File: config.mk
export PLATFORM = sky130hd
export DESIGN_NAME = rcca_ram
export DESIGN_NICKNAME = d
export VERILOG_FILES = /design/src/hdl/rcca_ram.sv
export SDC_FILE = /design/constraint.sdc
export NUM_CORES = 1
export LEC_CHECK = 0
export ABC_AREA = 1
export BUFFER_PORTS_ARGS = -buffer_cell sky130_fd_sc_hd__buf_2
export CAP_MARGIN = 20
export CORE_UTILIZATION = 35
export CTS_CLUSTER_DIAMETER = 150
export CTS_CLUSTER_SIZE = 14
export DETAILED_ROUTE_END_ITERATION = 6
export PLACE_DENSITY = 0.61
export SLEW_MARGIN = 40
export SYNTH_ARGS = -nofsm -noshare
export SYNTH_HDL_FRONTEND = slang
export SYNTH_SLANG_ARGS = --single-unit
File: constraint.sdc
create_clock -name clk -period 1.7 [get_ports clk]
set_input_delay 0.34 -clock clk [delete_from_list [all_inputs] [get_ports clk]]
set_output_delay 0.34 -clock clk [all_outputs]
set_load 0.005 [all_outputs]
File: src/hdl/rcca_ram.sv
// Generic single-port write, single-port read RAM with registered read.
module rcca_ram #(
  parameter int WIDTH = 8,
  parameter int DEPTH = 16
) (
  input  logic                     clk,
  input  logic                     we,
  input  logic [$clog2(DEPTH)-1:0] waddr,
  input  logic [WIDTH-1:0]         wdata,
  input  logic [$clog2(DEPTH)-1:0] raddr,
  output logic [WIDTH-1:0]         rdata
);
  logic [WIDTH-1:0] mem [DEPTH];

  always_ff @(posedge clk) begin
    if (we) begin
      mem[waddr] <= wdata;
    end
    rdata <= mem[raddr];
  end
endmodule

* After elaboration in Yosys (flattened, before gate mapping) *
Memory sizes are Yosys's and may differ from the RTL's. A register that Yosys moved wholly into a read port is not among the register bits.
Index checks and enable logic that the tools add are counted.

word-level totals
  input port bits = 18
  output and inout port bits = 8
  bits in latches = 0
  memories = 1
  bits in registers = 0
  word-level logic and storage cells = 3
  bits in read-only memories = 0
  bits in writable memories = 128

operators by class
  div/mod/pow operators = 0
  $lt $le $gt $ge = 0
  eq/ne operators = 0
  reductions and logical operators = 0
  shifts and indexed selects = 0
  add/subtract/negate cells = 0
  muxes and demuxes = 2
  multiply operators = 0
  bitwise gates (word level) = 0

memory list
  name  depth  width  rd ports  clocked after memory_dff  write ports  line  text
  mem   16     8      1         1                         1            13    logic [WIDTH-1:0] mem [DEPTH];

operator list
  cell              number
  2-to-1 mux 1 bit  2

* Depth between registers and ports, before layout *
  depth in word-level cells = 2
  gate-level depth with buffers = 8
  depth with buffers taken out = 7

* Worst setup path before layout *
Ideal clock, no wire load.

  path kind = input to register
  start = input waddr[2]
  end = memory mem[10][0], enable pin
  slack = 0.409 ns
  data arrival time = 0.921 ns
  stages = 2
  setup time = 0.370 ns
  cell sequence = nand3b_1 > nor2_1

RTL lines
  element             line  text
  start: declaration  8     input logic [$clog2(DEPTH)-1:0] waddr,
  end: declaration    13

Straight into the memory's write port.

* Worst setup path after layout *
  start = register rdata[4], read port of mem
  end = output rdata[4]

RTL lines
  element             line  text
  start: declaration  11    output logic [WIDTH-1:0] rdata

No word-level cell between the ends.

==> flow_metrics.env <==
export IMPL_crit_family="flip-flops"
export IMPL_cp_end_kind="output port"
export IMPL_numCtsBuffers=17
export IMPL_fin_crit_ns=1.24
export IMPL_clk_path_buf_depth=2
export IMPL_num_vias=3764
export IMPL_io_pins=26
export IMPL_grt_max_degree=65
export IMPL_synth_cell_types=12
export IMPL_rows=46
export IMPL_fp_dieW_microns=130
export IMPL_cts_resized_gates=0
export IMPL_n_antenna_cell=0
export IMPL_p_comb_frac=0.059
export IMPL_die_h_microns=130
export IMPL_nNetsFinal=612
export IMPL_worst_pin_slew_ns=0.466
export IMPL_clock_sinks=136
export IMPL_insertion_delay_ns=0.41
export IMPL_synthCells=551
export IMPL_vias_per_cell=4.57
export IMPL_cts_tree="done"
export IMPL_tns_ns=0
export IMPL_dp_hpwl_microns=7930
export IMPL_worstSetupPathType="reg -> out"
export IMPL_intPower_mw=6.07
export IMPL_hold_class="in -> reg"
export IMPL_synth_nets=569
export IMPL_fin_cells=823
export IMPL_die_area_sq_um=17000
export IMPL_ir_drop_v=0.000686
export IMPL_startpoint="rdata[4]"
export IMPL_nFillCells=1540
export IMPL_min_from="raddr[3]"
export IMPL_htree_levels=4
export IMPL_maxCapViolCount=0
export IMPL_post_drt_wl_per_cell_microns=15.5
export IMPL_start_util=0.360
export IMPL_multi_input_area_sq_um=1210
export IMPL_post_route_period_util=0.729
export IMPL_first_iter_violations=395
export IMPL_path_buf_inv=1
export IMPL_p_sw_frac=0.210
export IMPL_port_buffers=25
export IMPL_gr_total_overflow=0
export IMPL_rsz0062_at_grt="no"
export IMPL_grt_usage=0.165
export IMPL_worstPathRequired_ns=1.36
export IMPL_cts_hold_buf=0
export IMPL_setup_viol=0
export IMPL_power_density_nw_per_um2=1140
export IMPL_cp_arrival_ns=0.90
export IMPL_rr_startpoint="mem[9][5]"
export IMPL_clk_pin_slew_ns=0.05
export IMPL_grt_pass1_wl_microns=20200
export IMPL_cts_root_buf="clkbuf_16"
export IMPL_drive_gt1_frac=0.127
export IMPL_slowest_delay_ns=0.37
export IMPL_skew_ns=0.00628
export IMPL_grt_pass1_vias=3630
export IMPL_clkPwrFrac=0.450
export IMPL_max_slew_margin=0.689
export IMPL_area_delta_synth_final_pct=17.1
export IMPL_syn_avg_cell_area_sq_um=10.5
export IMPL_critPathMaxFanout=1
export IMPL_startpoint_type="flop"
export IMPL_ant_nets=0
export IMPL_p_leak_nw=2.91
export IMPL_p_seq_frac=0.491
export IMPL_post_route_drc_count=0
export IMPL_antenna_found_initial=0
export IMPL_core_area_sq_um=16000
export IMPL_crit_slowest_cell="dfxtp_1"
export IMPL_syn_area_sq_um=5770
export IMPL_power_switching_mw=1.62
export IMPL_maxSlewViolCount=0
export IMPL_cp_cell_sequence="buf_2"
export IMPL_yosysWarnings=0
export IMPL_hold_viol_final=0
export IMPL_dp_cells=791
export IMPL_fmax_mhz=807
export IMPL_synth_seq_cells=136
export IMPL_yosysSeqAreaShare=0.694
export IMPL_cts_setup_buffers=0
export IMPL_drt_first_pass_iters=5
export IMPL_seq_area_sq_um=4000
export IMPL_gp_congestion=0.814
export IMPL_routed_wl_microns=12700
export IMPL_status="finished clean"
-- synthesized netlist by cell type --
cell	instances	share of area
nand2_1	173	0.11
edfxtp_1	128	0.67
inv_1	100	0.065
nand3_1	97	0.084
nor2_1	17	0.011
buf_2	13	0.011
dfxtp_1	8	0.028
buf_6	6	0.012
buf_4	4	0.0052
inv_2	2	0.0013
nand3b_1	2	0.0026
buf_1	1	0.00065
-- state kept, by name, summed over array words and instances (netlist names) --
name	count
rdata	8
mem	128
-- placed cells by master, fill, tap and decap left out, drive strengths merged --
| cell | netlist | routed |
|---|---|---|
| nor2 | 17 | 17 |
| edfxtp | 128 | 128 |
| clkbuf | 0 | 23 |
| clkinvlp | 0 | 2 |
| dfxtp | 8 | 8 |
| nand3 | 97 | 97 |
| nand2 | 173 | 173 |
| buf | 24 | 48 |
| nand3b | 2 | 2 |
| clkinv | 0 | 5 |
| inv | 102 | 102 |
| bufinv | 0 | 2 |
-- per-layer routing --
layer | share of wire | wire [microns] | global-route usage | up-vias
met1 | 0.47 | 5930 | 0.222 | 1778
met4 | 0.021 | 268 | 0.0757 | 0
met2 | 0.47 | 5940 | 0.262 | 114
met3 | 0.047 | 605 | 0.0291 | 16
li1 | - | - | - | 1856
met5 | 0 | 0 | 0 | -
-- path summary, 6_finish.rpt --
path	slack [ns]	to	cells past startpoint
worst max-delay path	0.46	rdata[4]	1
worst min-delay path	0.31	rdata[1]	3
worst max register to register	0.65	rdata[5]	6
worst min register to register	0.65	rdata[1]	6
-- per-stage QoR --
stage / hold WS, ns / util / setup slack (ns) / total power [mW] / cell area, sq um
2_1_floorplan: 0.439 / - / 0.409 / 4.10 / 5770
3_3_place_gp: 0.632 / 0.387 / 0.239 / 4.29 / 6190
3_5_place_dp: 0.650 / 0.387 / 0.197 / 4.30 / 6190
4_1_cts: 0.297 / 0.422 / 0.412 / 7.75 / 6750
5_1_grt: 0.308 / 0.422 / 0.416 / 7.94 / 6750
6_report: 0.309 / 0.422 / 0.461 / 7.69 / 6750
-- kinds of logic (layout without fill, tap and decap cells) --
group                  after synthesis  count (layout)  share of synthesized area
AND/OR/NAND/NOR                    289             289                      0.210
flip-flops                         136             136                      0.694
buffers and inverters              126             182                     0.0952
-- power by group through the flow --
stage	Combinational, mW	Sequential (mW)	Clock, mW
final	0.456	3.77	3.46
after global routing	0.511	3.78	3.65
after CTS	0.461	3.77	3.51
after floorplan	0.264	3.84	0
after global placement	0.452	3.84	0
after detailed placement	0.459	3.84	0
-- area by class of cell --
type,instances,share of cell area
clock buffers,23,0.0678
clock inverters,9,0.0148
inverters,102,0.0567
multi-input cells,289,0.180
flip-flops and latches,136,0.593
well taps,216,0.0400
repair buffers,48,0.0478
Note: power is estimated with default switching activity, not from simulation.
